File: config.mk
export PLATFORM = sky130hd
export DESIGN_NAME = periodic_tone_generator_top
export DESIGN_NICKNAME = d
export VERILOG_FILES = /design/src/ptg_pkg.sv /design/src/periodic_tone_generator_top.sv
export SDC_FILE = /design/constraint.sdc
export NUM_CORES = 1
export LEC_CHECK = 0
export ABC_CLOCK_PERIOD_IN_PS = 8200
export BUFFER_PORTS_ARGS = -buffer_cell sky130_fd_sc_hd__buf_2
export CORE_AREA = 3 3 229 231
export CTS_CLUSTER_DIAMETER = 200
export DETAILED_ROUTE_END_ITERATION = 8
export DIE_AREA = 0 0 232 234
export PLACE_DENSITY_LB_ADDON = 0.05
export SETUP_SLACK_MARGIN = 0.1
export SKIP_CTS_REPAIR_TIMING = 1
export SYNTH_ARGS = -nofsm -noshare
export SYNTH_HDL_FRONTEND = slang
export SYNTH_SLANG_ARGS = --single-unit
File: constraint.sdc
create_clock -name aclk -period 8.2 [get_ports aclk]
set_input_delay 1.64 -clock aclk [delete_from_list [all_inputs] [get_ports aclk]]
set_output_delay 1.64 -clock aclk [all_outputs]
set_load 0.01 [all_outputs]
File: src/ptg_pkg.sv
// Package for the periodic tone generator: register map, reset values, states,
// square-wave levels and the CORDIC arctangent table.
// No dependencies.
package ptg_pkg;

    localparam int PHASE_BITS_DEF   = 16;
    localparam int CORDIC_STEPS_DEF = 16;

    localparam int SR_W   = 18;
    localparam int TF_W   = 17;
    localparam int IDX_W  = 18;
    localparam int NUM_W  = 19;
    localparam int SMP_W  = 16;
    localparam int ADDR_W = 4;

    localparam logic [SR_W-1:0] SAMPLE_RATE_RST = 18'd44100;
    localparam logic [TF_W-1:0] TONE_FREQ_RST   = 17'd440;

    localparam logic [1:0] REG_SAMPLE_RATE = 2'd0;
    localparam logic [1:0] REG_TONE_FREQ   = 2'd1;
    localparam logic [1:0] REG_WAVEFORM    = 2'd2;

    localparam logic signed [SMP_W-1:0] SQ_HIGH = 16'sd32767;
    localparam logic signed [SMP_W-1:0] SQ_LOW  = -16'sd32767;

    localparam logic signed [17:0] CORDIC_GAIN = 18'sd19898;
    localparam logic signed [17:0] Y_MAX       = 18'sd32767;
    localparam logic signed [17:0] Y_MIN       = -18'sd32767;
    localparam logic signed [32:0] QUARTER     = 33'sd1073741824;
    localparam logic signed [32:0] HALF        = 33'sd2147483648;

    typedef enum logic [2:0] {
        ST_IDLE,
        ST_DIVN,
        ST_PREP,
        ST_DIVP,
        ST_CINIT,
        ST_CORD,
        ST_FIN,
        ST_DONE
    } state_t;

    function automatic logic [31:0] atan_turn(input logic [4:0] k);
        logic [31:0] t;
        case (k)
            5'd0:    t = 32'h20000000;
            5'd1:    t = 32'h12E4051E;
            5'd2:    t = 32'h09FB385B;
            5'd3:    t = 32'h051111D4;
            5'd4:    t = 32'h028B0D43;
            5'd5:    t = 32'h0145D7E1;
            5'd6:    t = 32'h00A2F61E;
            5'd7:    t = 32'h00517C55;
            5'd8:    t = 32'h0028BE53;
            5'd9:    t = 32'h00145F2F;
            5'd10:   t = 32'h000A2F98;
            5'd11:   t = 32'h000517CC;
            5'd12:   t = 32'h00028BE6;
            5'd13:   t = 32'h000145F3;
            5'd14:   t = 32'h0000A2FA;
            5'd15:   t = 32'h0000517D;
            5'd16:   t = 32'h000028BE;
            5'd17:   t = 32'h0000145F;
            5'd18:   t = 32'h00000A30;
            5'd19:   t = 32'h00000518;
            5'd20:   t = 32'h0000028C;
            5'd21:   t = 32'h00000146;
            5'd22:   t = 32'h000000A3;
            5'd23:   t = 32'h00000051;
            default: t = 32'h00000000;
        endcase
        return t;
    endfunction

endpackage

File: src/periodic_tone_generator_top.sv
// Periodic tone generator: period by serial division, phase by serial division,
// sine by an iterative CORDIC, square by compare. Uses ptg_pkg.
//
//  channel   | ports                      | beat contents
//  ----------+----------------------------+----------------------------------------
//  input     | s_tvalid s_tready s_tdata  | tdata[0] restart
//  output    | m_tvalid m_tready m_tdata  | tdata[15:0] sample_value, tlast last_of_period
//            | m_tlast                    |
//  config    | psel penable pwrite paddr  | 0x0 sample_rate, 0x4 tone_freq, 0x8 waveform
//            | pwdata prdata pready       |
//
// The shared restoring subtractor runs 19 steps for the period, PHASE_BITS for the phase;
// the CORDIC add/shift unit runs CORDIC_STEPS steps. s_tready is high only when idle.
// A finished sample waits in DONE while the output register is held by m_tready low.
// aresetn is synchronous; it restores register defaults and index zero.
module periodic_tone_generator_top #(
    parameter int PHASE_BITS   = ptg_pkg::PHASE_BITS_DEF,
    parameter int CORDIC_STEPS = ptg_pkg::CORDIC_STEPS_DEF
) (
    input  logic                      aclk,
    input  logic                      aresetn,
    input  logic                      s_tvalid,
    output logic                      s_tready,
    input  logic [7:0]                s_tdata,   // [0] restart
    output logic                      m_tvalid,
    input  logic                      m_tready,
    output logic [15:0]               m_tdata,   // [15:0] sample_value
    output logic                      m_tlast,
    input  logic                      psel,
    input  logic                      penable,
    input  logic                      pwrite,
    input  logic [ptg_pkg::ADDR_W-1:0] paddr,
    input  logic [31:0]               pwdata,
    output logic [31:0]               prdata,
    output logic                      pready
);
    import ptg_pkg::*;

    localparam int MAX_A    = (PHASE_BITS > NUM_W) ? PHASE_BITS : NUM_W;
    localparam int MAX_IT   = (MAX_A > CORDIC_STEPS) ? MAX_A : CORDIC_STEPS;
    localparam int CNT_W    = $clog2(MAX_IT + 1);
    localparam int QW       = MAX_A;

    state_t                   state_reg, state_next;
    logic [SR_W-1:0]          sr_reg, sr_next;
    logic [TF_W-1:0]          tf_reg, tf_next;
    logic                     wf_reg, wf_next;
    logic [IDX_W-1:0]         idx_reg, idx_next;
    logic                     mv_reg, mv_next;
    logic [15:0]              md_reg, md_next;
    logic                     ml_reg, ml_next;
    logic [NUM_W-1:0]         num_reg, num_next;
    logic [IDX_W-1:0]         div_reg, div_next;
    logic [NUM_W-1:0]         rem_reg, rem_next;
    logic [QW-1:0]            q_reg, q_next;
    logic [CNT_W-1:0]         cnt_reg, cnt_next;
    logic [IDX_W-1:0]         n_reg, n_next;
    logic [PHASE_BITS-1:0]    ph_reg, ph_next;
    logic signed [17:0]       x_reg, x_next;
    logic signed [17:0]       y_reg, y_next;
    logic signed [32:0]       z_reg, z_next;
    logic signed [SMP_W-1:0]  val_reg, val_next;
    logic                     last_reg, last_next;

    logic                     wr_en;
    logic [TF_W-1:0]          f_eff;
    logic                     bit_in;
    logic [NUM_W-1:0]         rem_sh;
    logic [NUM_W:0]           trial;
    logic                     ge;
    logic [QW-1:0]            q_sh;
    logic [IDX_W-1:0]         i_eff;
    logic                     is_last;
    logic [31:0]              a32;
    logic signed [32:0]       z_in;
    logic signed [17:0]       dx, dy;
    logic signed [32:0]       at;
    logic signed [SMP_W-1:0]  y_c;
    logic [16:0]              y_off;
    logic [31:0]              prod;

    assign wr_en  = psel && penable && pwrite && pready;
    assign pready = 1'b1;
    assign f_eff  = (tf_reg == '0) ? TF_W'(1) : tf_reg;

    // shared restoring compare-subtract
    assign bit_in = (state_reg == ST_DIVN) ? num_reg[NUM_W-1] : 1'b0;
    assign rem_sh = {rem_reg[NUM_W-2:0], bit_in};
    assign trial  = {1'b0, rem_sh} - {2'b00, div_reg};
    assign ge     = !trial[NUM_W];
    assign q_sh   = {q_reg[QW-2:0], ge};

    assign i_eff   = (idx_reg >= n_reg) ? '0 : idx_reg;
    assign is_last = (i_eff == n_reg - IDX_W'(1));

    assign a32  = {ph_reg, {(32 - PHASE_BITS){1'b0}}};
    assign z_in = $signed({a32[31], a32});

    assign dx = y_reg >>> cnt_reg;
    assign dy = x_reg >>> cnt_reg;
    assign at = $signed({1'b0, atan_turn(5'(cnt_reg))});

    assign y_c   = (y_reg > Y_MAX) ? SMP_W'(Y_MAX) :
                   (y_reg < Y_MIN) ? SMP_W'(Y_MIN) : SMP_W'(y_reg);
    assign y_off = 17'({y_c[SMP_W-1], y_c}) + 17'd32768;
    assign prod  = 32'(y_off) * 32'd65535;

    always_comb begin
        state_next = state_reg;
        sr_next    = sr_reg;
        tf_next    = tf_reg;
        wf_next    = wf_reg;
        idx_next   = idx_reg;
        mv_next    = mv_reg;
        md_next    = md_reg;
        ml_next    = ml_reg;
        num_next   = num_reg;
        div_next   = div_reg;
        rem_next   = rem_reg;
        q_next     = q_reg;
        cnt_next   = cnt_reg;
        n_next     = n_reg;
        ph_next    = ph_reg;
        x_next     = x_reg;
        y_next     = y_reg;
        z_next     = z_reg;
        val_next   = val_reg;
        last_next  = last_reg;
        s_tready   = (state_reg == ST_IDLE);

        if (wr_en) begin
            case (paddr[3:2])
                REG_SAMPLE_RATE: sr_next = pwdata[SR_W-1:0];
                REG_TONE_FREQ:   tf_next = pwdata[TF_W-1:0];
                REG_WAVEFORM:    wf_next = pwdata[0];
                default: ;
            endcase
        end

        if (mv_reg && m_tready) begin
            mv_next = 1'b0;
        end

        case (state_reg)
            ST_IDLE: begin
                if (s_tvalid) begin
                    if (s_tdata[0]) begin
                        idx_next = '0;
                    end
                    num_next   = NUM_W'(sr_reg) + NUM_W'(f_eff) - NUM_W'(1);
                    div_next   = IDX_W'(f_eff);
                    rem_next   = '0;
                    cnt_next   = '0;
                    state_next = ST_DIVN;
                end
            end
            ST_DIVN: begin
                rem_next = ge ? trial[NUM_W-1:0] : rem_sh;
                q_next   = q_sh;
                num_next = {num_reg[NUM_W-2:0], 1'b0};
                cnt_next = cnt_reg + CNT_W'(1);
                if (cnt_reg == CNT_W'(NUM_W - 1)) begin
                    n_next     = (q_sh[NUM_W-1:0] == '0) ? IDX_W'(1) : q_sh[IDX_W-1:0];
                    state_next = ST_PREP;
                end
            end
            ST_PREP: begin
                last_next = is_last;
                idx_next  = is_last ? '0 : i_eff + IDX_W'(1);
                if (wf_reg) begin
                    val_next   = (i_eff < (n_reg >> 1)) ? SQ_HIGH : SQ_LOW;
                    state_next = ST_DONE;
                end else begin
                    rem_next   = NUM_W'(i_eff);
                    div_next   = n_reg;
                    cnt_next   = '0;
                    state_next = ST_DIVP;
                end
            end
            ST_DIVP: begin
                rem_next = ge ? trial[NUM_W-1:0] : rem_sh;
                q_next   = q_sh;
                cnt_next = cnt_reg + CNT_W'(1);
                if (cnt_reg == CNT_W'(PHASE_BITS - 1)) begin
                    ph_next    = q_sh[PHASE_BITS-1:0];
                    state_next = ST_CINIT;
                end
            end
            ST_CINIT: begin
                // fold the angle into [-quarter, quarter] turn
                if (z_in > QUARTER) begin
                    z_next = HALF - z_in;
                end else if (z_in < -QUARTER) begin
                    z_next = -HALF - z_in;
                end else begin
                    z_next = z_in;
                end
                x_next     = CORDIC_GAIN;
                y_next     = '0;
                cnt_next   = '0;
                state_next = ST_CORD;
            end
            ST_CORD: begin
                if (!z_reg[32]) begin
                    x_next = x_reg - dx;
                    y_next = y_reg + dy;
                    z_next = z_reg - at;
                end else begin
                    x_next = x_reg + dx;
                    y_next = y_reg - dy;
                    z_next = z_reg + at;
                end
                cnt_next = cnt_reg + CNT_W'(1);
                if (cnt_reg == CNT_W'(CORDIC_STEPS - 1)) begin
                    state_next = ST_FIN;
                end
            end
            ST_FIN: begin
                val_next   = $signed({1'b0, prod[31:17]});
                state_next = ST_DONE;
            end
            ST_DONE: begin
                if (!mv_reg || m_tready) begin
                    mv_next    = 1'b1;
                    md_next    = val_reg;
                    ml_next    = last_reg;
                    state_next = ST_IDLE;
                end
            end
            default: state_next = ST_IDLE;
        endcase
    end

    always_ff @(posedge aclk) begin
        if (!aresetn) begin
            state_reg <= ST_IDLE;
            sr_reg    <= SAMPLE_RATE_RST;
            tf_reg    <= TONE_FREQ_RST;
            wf_reg    <= 1'b0;
            idx_reg   <= '0;
            mv_reg    <= 1'b0;
            cnt_reg   <= '0;
        end else begin
            state_reg <= state_next;
            sr_reg    <= sr_next;
            tf_reg    <= tf_next;
            wf_reg    <= wf_next;
            idx_reg   <= idx_next;
            mv_reg    <= mv_next;
            cnt_reg   <= cnt_next;
        end
    end

    always_ff @(posedge aclk) begin
        md_reg   <= md_next;
        ml_reg   <= ml_next;
        num_reg  <= num_next;
        div_reg  <= div_next;
        rem_reg  <= rem_next;
        q_reg    <= q_next;
        n_reg    <= n_next;
        ph_reg   <= ph_next;
        x_reg    <= x_next;
        y_reg    <= y_next;
        z_reg    <= z_next;
        val_reg  <= val_next;
        last_reg <= last_next;
    end

    always_comb begin
        case (paddr[3:2])
            REG_SAMPLE_RATE: prdata = 32'(sr_reg);
            REG_TONE_FREQ:   prdata = 32'(tf_reg);
            REG_WAVEFORM:    prdata = 32'(wf_reg);
            default:         prdata = '0;
        endcase
    end

    assign m_tvalid = mv_reg;
    assign m_tdata  = md_reg;
    assign m_tlast  = ml_reg;

    a_busy_after_accept: assert property (@(posedge aclk) disable iff (!aresetn)
        (s_tvalid && s_tready) |=> !s_tready)
        else $error("input accepted while a beat is in progress");

    a_period_nonzero: assert property (@(posedge aclk) disable iff (!aresetn)
        (state_reg == ST_PREP) |-> (n_reg != '0))
        else $error("period length is zero");

    a_index_in_period: assert property (@(posedge aclk) disable iff (!aresetn)
        (state_reg == ST_DIVP) |-> (idx_reg < n_reg))
        else $error("next index outside the period");

    a_sample_range: assert property (@(posedge aclk) disable iff (!aresetn)
        m_tvalid |-> (m_tdata != 16'h8000))
        else $error("sample outside -32767..32767");

endmodule
==> summary.txt, run 1 <==
Status
  • Status: finished, final reports clean

Synth
  • Post-synth EDFFs: 210
  • Top_reg_cell synth: edfxtp_1
  • Mapped Area: 0.02765 mm^2
  • Number of synthesis warnings: 0
  • Asr flop ratio synth: 0%
  • Sequential share of the synthesized area: 29.54%
  • Synth Register Bits: 303
  • Ranking of synthesized cells by area: edfxtp_1 (23%), ha_1 (12%), fa_1 (9.0%)
  • Syn Area/Cell: 9.160 um^2
  • Post-synth cell types: 96
  • Cells after Synth: 3019
  • Yosys top cell area share: 22.80%
  • Area leader, netlist: edfxtp_1

Timing
  • Relative slew margins: 17.01%
  • Setup TNS: 0 ns
  • Worst-margin pin slew: 1.243 ns
  • Final setup viols: 0
  • Tcrit/Tclk final: 93.53%
  • Tmin final: 7.670 ns
  • Final Max Slew Viols: 0
  • Layout Skew: 0.01962 ns
  • PnR worst setup slack: 0.5302 ns
  • Hold Fails Final Rpt: 0
  • RSZ-0062 raised after global routing: no
  • Achievable frequency: 130.4 MHz

Route
  • Total Wirelength: 72.41 mm
  • Drt wl/cell: 19.32 um
  • DRC: 0
  • Post-route ant nets: 0
  • DR vias: 22029
  • Pre-antenna DRT Iters: 5
  • Iteration-0 DRC Markers: 1542
  • Post-DR vias/cell: 5.878

CTS
  • Clk sinks: 303
  • TritonCTS clock tree: yes
  • Clk_lat worst skew: 0.57 ns
  • H-tree depth: 2
  • CTS max path bufs: 3
  • Clock-pin slew on the worst setup and hold paths: 0.06 ns
  • CTS buffer count: 37
  • Root Driver: clkbuf_16

Floorplan
  • Core area: 0.05027 mm^2
  • FP Rows: 82
  • DIE AREA: 0.05429 mm^2
  • Io pins: 103
  • Chip Height: 234 um
  • Initial cell density of the core: 55.00%
  • Chip Width: 232 um

Pwr
  • Leakage: 0.01313 uW
  • Logic gate share of total power: 15.6%
  • Peak supply drop: 0.1565 mV
  • Int Pwr: 2979 uW
  • Sequential group share of total power: 42.2%
  • Sw frac: 26.93%
  • NetSw: 1098 uW
  • Clock power share: 42.2%
  • P per Cell Area: 135.7 mW/mm^2

Place
  • Buffers on Ports: 64
  • Post-DP HPWL: 55.72 mm
  • Dpl cell area: 0.02871 mm^2
  • DP Worst Slack: 0.01110 ns
  • Post-Place Cells: 3681
  • Final GP Congestion: 0.9532

Worst setup path
  • Worst EP arrival: 7.95 ns
  • Critical Path RT: 8.48 ns
  • Worst stage delay on the critical path: 0.55 ns
  • R2R cell count: 29
  • Crit Path Class: flop to flop
  • CP startpoint kind: flop
  • CP max FO: 9
  • Slowest CP cell: fa_1
  • CP Capture Type: flop
  • Most Frequent Cell on Critical Path: fa_1

Global routing
  • GR Overflow Total: 0
  • Vias in the first global route: 21420
  • GR Util All Layers: 26.78%
  • Largest net degree at the start of global routing: 75
  • First-pass GRT wire length: 116.3 mm
  • Number of antenna violations at the first check in global routing: 0

Cells and area
  • Final Cell Area: 0.03003 mm^2
  • Max reg flops: 33
  • Share of post-route cells with drive strength above 1: 9.753%
  • Final cell count without fillers: 3748
  • Nets: 3486
  • Number of diodes: 0
  • Final Util: 59.73%
  • P&R area growth vs syn: 8.592%

Run
  • MaxCap Viol Count: 0

Hold path
  • Hold crit path type: flop to flop
  • Hold path depth: 0
synthesized netlist by cell type (26+ instances only):
library cell,number
inv_1,354
ha_1,262
nor2_1,253
nand2_1,235
edfxtp_1,210
a21oi_1,201
o21ai_0,138
fa_1,125
xnor2_1,108
clkbuf_1,107
dfxtp_1,93
xor2_1,79
nor3_1,70
a21o_1,62
mux2i_1,53
nand3_1,52
and3_1,38
mux4_2,37
a31oi_1,30
nand2b_1,30
nor4_1,30
nor2b_1,26
o211ai_1,26
area by class of cell:
cell class	count	area (um^2)
fillers	4406	20240
multi-input cells	2224	17620
flip-flops and latches	303	8170
inverters	358	1344
clock buffers	47	1025
well taps	672	840.8
repair buffers	124	770.7
clock inverters	20	255.2
through the flow:
step	hold WS, ns	total power [uW]
detailed placement	0.4045	2380
finish	0.4185	4076
floorplan	0.4003	2243
global route	0.4279	4255
global placement	0.4028	2364
CTS	0.4197	4115
layout by cell type, fill, tap and decap left out, types with 22 or more instances in the layout:
cell type / count
mux2i_1: 53
o31ai_1: 22
o211ai_1: 26
nor3_1: 66
fa_1: 124
and3_1: 38
a21oi_1: 200
nor4_1: 28
ha_1: 262
xnor2_1: 108
o21a_1: 22
clkbuf_16: 38
nand4_1: 22
nand2b_1: 30
edfxtp_1: 210
buf_2: 64
a31oi_1: 29
xor2_1: 79
o21ai_0: 135
nor2b_1: 25
nor2_1: 249
inv_1: 354
mux4_2: 37
buf_4: 60
nand2_1: 233
nand3_1: 52
dfxtp_1: 91
a21o_1: 62
power by group through the flow:
stage                     combinational [uW]  sequential [uW]  clock [uW]
after floorplan                          508             1730           0
after global placement                   613             1750           0
after detailed placement                 627             1750           0
after CTS                                633             1720        1760
after global routing                     708             1730        1820
final                                    637             1720        1720
critical path, delay by kind of cell (launching register included):
family,cells,cell delay (ns)
buffers and inverters,7,0.80
XOR/XNOR,1,0.17
AO/OA/AOI/OAI,7,1.40
flip-flops,1,0.44
AND/OR/NAND/NOR,7,1.34
adder cells (fa/ha/maj),7,3.21
layer usage:
metal | wire, um | vias up | global-route usage, %
li1 | - | 10671 | -
met1 | 32810 | 10627 | 38.16
met2 | 33280 | 644 | 42.75
met3 | 4718 | 87 | 4.434
met4 | 1593 | 0 | 6.739
met5 | 0 | - | 0
cell families (layout without fill, tap and decap cells):
logic type / after synthesis / after routing / share of synthesized area (%)
AND/OR/NAND/NOR: 860 / 860 / 15.14
AO/OA/AOI/OAI: 665 / 665 / 15.34
buffers and inverters: 505 / 549 / 7.239
adder cells (fa/ha/maj): 387 / 387 / 20.90
flip-flops: 303 / 303 / 29.54
XOR/XNOR: 191 / 191 / 6.226
multiplexers: 106 / 106 / 5.583
other: 2 / 15 / 0.02716
path summary, 6_finish.rpt:
path	to	startpoint	slack, ns
max	val_reg[9]$_DFFE_PP_	y_reg[14]$_SDFFCE_PN0N_	0.53
min	m_tdata[13]$_DFFE_PP_	val_reg[13]$_DFFE_PP_	0.42
max reg2reg	val_reg[9]$_DFFE_PP_	y_reg[14]$_SDFFCE_PN0N_	0.53
min reg2reg	m_tdata[13]$_DFFE_PP_	val_reg[13]$_DFFE_PP_	0.42
Power figures use the tool's default switching activity.
==> run 2, diff against run 1 <==
==> constraint.sdc (replaced) <==
create_clock -name aclk -period 8.2 [get_ports aclk]
set_input_delay 0.82 -clock aclk [delete_from_list [all_inputs] [get_ports aclk]]
set_output_delay 0.82 -clock aclk [all_outputs]
set_load 0.01 [all_outputs]
==> summary.txt, run 2 (synthesis results as in run 1) <==
Global routing
  • GR Overflow Total: 0 (unchanged)
  • Number of antenna violations at the first check in global routing: 0 (unchanged)
  • First-pass GRT wire length: 115.9 mm (-0.36%)
  • Largest net degree at the start of global routing: 75 (unchanged)
  • Vias in the first global route: 21222 (-0.92%)
  • GR Util All Layers: 26.65% (-0.13 points)

CTS
  • CTS buffer count: 38 (+2.7%)
  • Clk sinks: 303 (unchanged)
  • Root Driver: clkbuf_16
  • TritonCTS clock tree: yes
  • Clock-pin slew on the worst setup and hold paths: 0.06 ns (about the same)
  • CTS max path bufs: 3 (unchanged)
  • H-tree depth: 2 (unchanged)
  • Clk_lat worst skew: 0.59 ns (+0.02 ns)

Cells and area
  • Commonest non-fill, non-tap cell in the layout: inv_1
  • Final cell count without fillers: 3748 (unchanged)
  • Share of post-route cells with drive strength above 1: 9.590% (-0.16 points)
  • Nets: 3486 (unchanged)
  • Final Util: 59.58% (-0.15 points)
  • Most frequent cells in the layout: inv_1 (354), ha_1 (262), nor2_1 (249)
  • Max reg flops: 33 (unchanged)
  • Number of diodes: 0 (unchanged)
  • P&R area growth vs syn: 8.325%

Route
  • Total Wirelength: 72.37 mm (about the same)
  • DRC: 0 (unchanged)
  • Pre-antenna DRT Iters: 6 (+1)
  • Drt wl/cell: 19.31 um (about the same)
  • Post-DR vias/cell: 5.874 (about the same)
  • DR vias: 22014 (-0.068%)
  • Post-route ant nets: 0 (unchanged)
  • Iteration-0 DRC Markers: 1637 (+6.2%)

Timing
  • Layout Skew: 0.02794 ns (+0.008313 ns)
  • Worst-margin pin slew: 1.157 ns (-0.08596 ns)
  • Tcrit/Tclk final: 92.94% (-0.60 points)
  • RSZ-0062 raised after global routing: no
  • Hold Fails Final Rpt: 0 (unchanged)
  • Final setup viols: 0 (unchanged)
  • Relative slew margins: 22.73% (+5.7 points)
  • Tmin final: 7.621 ns (-0.04879 ns)
  • Hold Slack: 0.4186 ns (+0.00006900 ns)
  • PnR worst setup slack: 0.5790 ns (+0.04879 ns)
  • Achievable frequency: 131.2 MHz (+0.64%)
  • Final Max Slew Viols: 0 (unchanged)

Floorplan
  • Io pins: 103 (unchanged)
  • DIE AREA: 0.05429 mm^2 (unchanged)
  • Core area: 0.05027 mm^2 (unchanged)
  • FP Rows: 82 (unchanged)
  • Initial cell density of the core: 55.00% (unchanged)
  • Chip Height: 234 um (unchanged)
  • Chip Width: 232 um (unchanged)

Pwr
  • Tot Pwr: 3996 uW (-2.0%)
  • Leakage: 0.01308 uW (-0.38%)
  • Peak supply drop: 0.1429 mV (-8.7%)
  • P per Cell Area: 133.4 mW/mm^2 (-1.7%)

Place
  • Post-Place Cells: 3680 (-0.027%)
  • Buffers on Ports: 64 (unchanged)
  • Post-DP HPWL: 55.97 mm (+0.45%)
  • Final GP Congestion: 0.9458 (-0.78%)
  • DP Worst Slack: -0.009581 ns (-0.02068 ns)

Status
  • Status: finished, final reports clean

Worst setup path
  • CP Capture Type: flop
  • Slowest CP cell: fa_1
  • Crit Path Class: flop to flop
  • Top delay family on crit path: adder cells
  • Critical Path RT: 8.50 ns (+0.02 ns)
  • Reg-to-reg startpoint: y_reg[7]$_SDFFCE_PN0N_
  • R2R cell count: 29 (unchanged)
  • Worst R2R Setup Slack: 0.58 ns (+0.05 ns)
  • Most Frequent Cell on Critical Path: fa_1
  • Worst stage delay on the critical path: 0.55 ns (about the same)
  • Buf+Inv Stages, Crit Path: 7 (unchanged)
  • CP max FO: 9 (unchanged)
  • CP startpoint kind: flop
  • Reg2reg end: val_reg[8]$_DFFE_PP_
  • Worst EP arrival: 7.92 ns (-0.03 ns)

Hold path
  • Hold path depth: 0 (unchanged)
  • HP Start: val_reg[1]$_DFFE_PP_
  • Hold Path End: m_tdata[1]$_DFFE_PP_
  • Hold crit path type: flop to flop

Run
  • MaxCap Viol Count: 0 (unchanged)
## run 2: changes by cell type in the layout (fill, tap and decap cells not counted), moves of 2 or more
cell / previous run / this run
bufinv_16: 4 / 0
clkinvlp_4: 2 / 0
clkbuf_1: 5 / 11
clkbuf_8: 4 / 6
## run 2: final cells by class
cell class              instances  area, um^2
fillers                      4497       20320
multi-input cells            2224       17620
flip-flops and latches        303        8170
inverters                     358        1344
clock buffers                  56        1100
well taps                     672       840.8
repair buffers                123       763.2
clock inverters                12       120.1
## run 2: how the worst max path moves through the flow
stage | startpoint | to | slack, ns | depth (start not counted)
finish | y_reg[7]$_SDFFCE_PN0N_ | val_reg[8]$_DFFE_PP_ | 0.58 | 29
global route | y_reg[7]$_SDFFCE_PN0N_ | val_reg[14]$_DFFE_PP_ | 0.12 | 28
CTS | y_reg[3]$_SDFFCE_PN0N_ | val_reg[14]$_DFFE_PP_ | -0.05 | 28
detailed placement | y_reg[3]$_SDFFCE_PN0N_ | val_reg[14]$_DFFE_PP_ | -0.01 | 28
global placement | y_reg[7]$_SDFFCE_PN0N_ | val_reg[14]$_DFFE_PP_ | 0.03 | 28
floorplan | y_reg[17]$_SDFFCE_PN0N_ | val_reg[14]$_DFFE_PP_ | 0.64 | 24
## run 2: routing by layer
metal	routed length [um]	vias up	GRT usage, %	share of wire [%]
li1	-	10657	-	-
met1	33270	10554	38.53	46
met2	32630	681	41.90	45
met3	4266	122	3.523	5.9
met4	2201	0	8.075	3.0
met5	0	-	0	0
## run 2: report_power, final
group | switching (uW) | leakage (uW) | internal (uW)
logic | 362 | 0.00982 | 271
clock network | 701 | 0.000595 | 941
registers | 36.0 | 0.00266 | 1690
total | 1100 | 0.0131 | 2900
## run 2: stage by stage
step                      setup TNS (ns)  cell area [um^2]
after global routing                   0             29960
after CTS                       -0.05952             29920
after detailed placement       -0.009581             28700
after global placement                 0             28700
after floorplan                        0             27700
final                                  0             29960
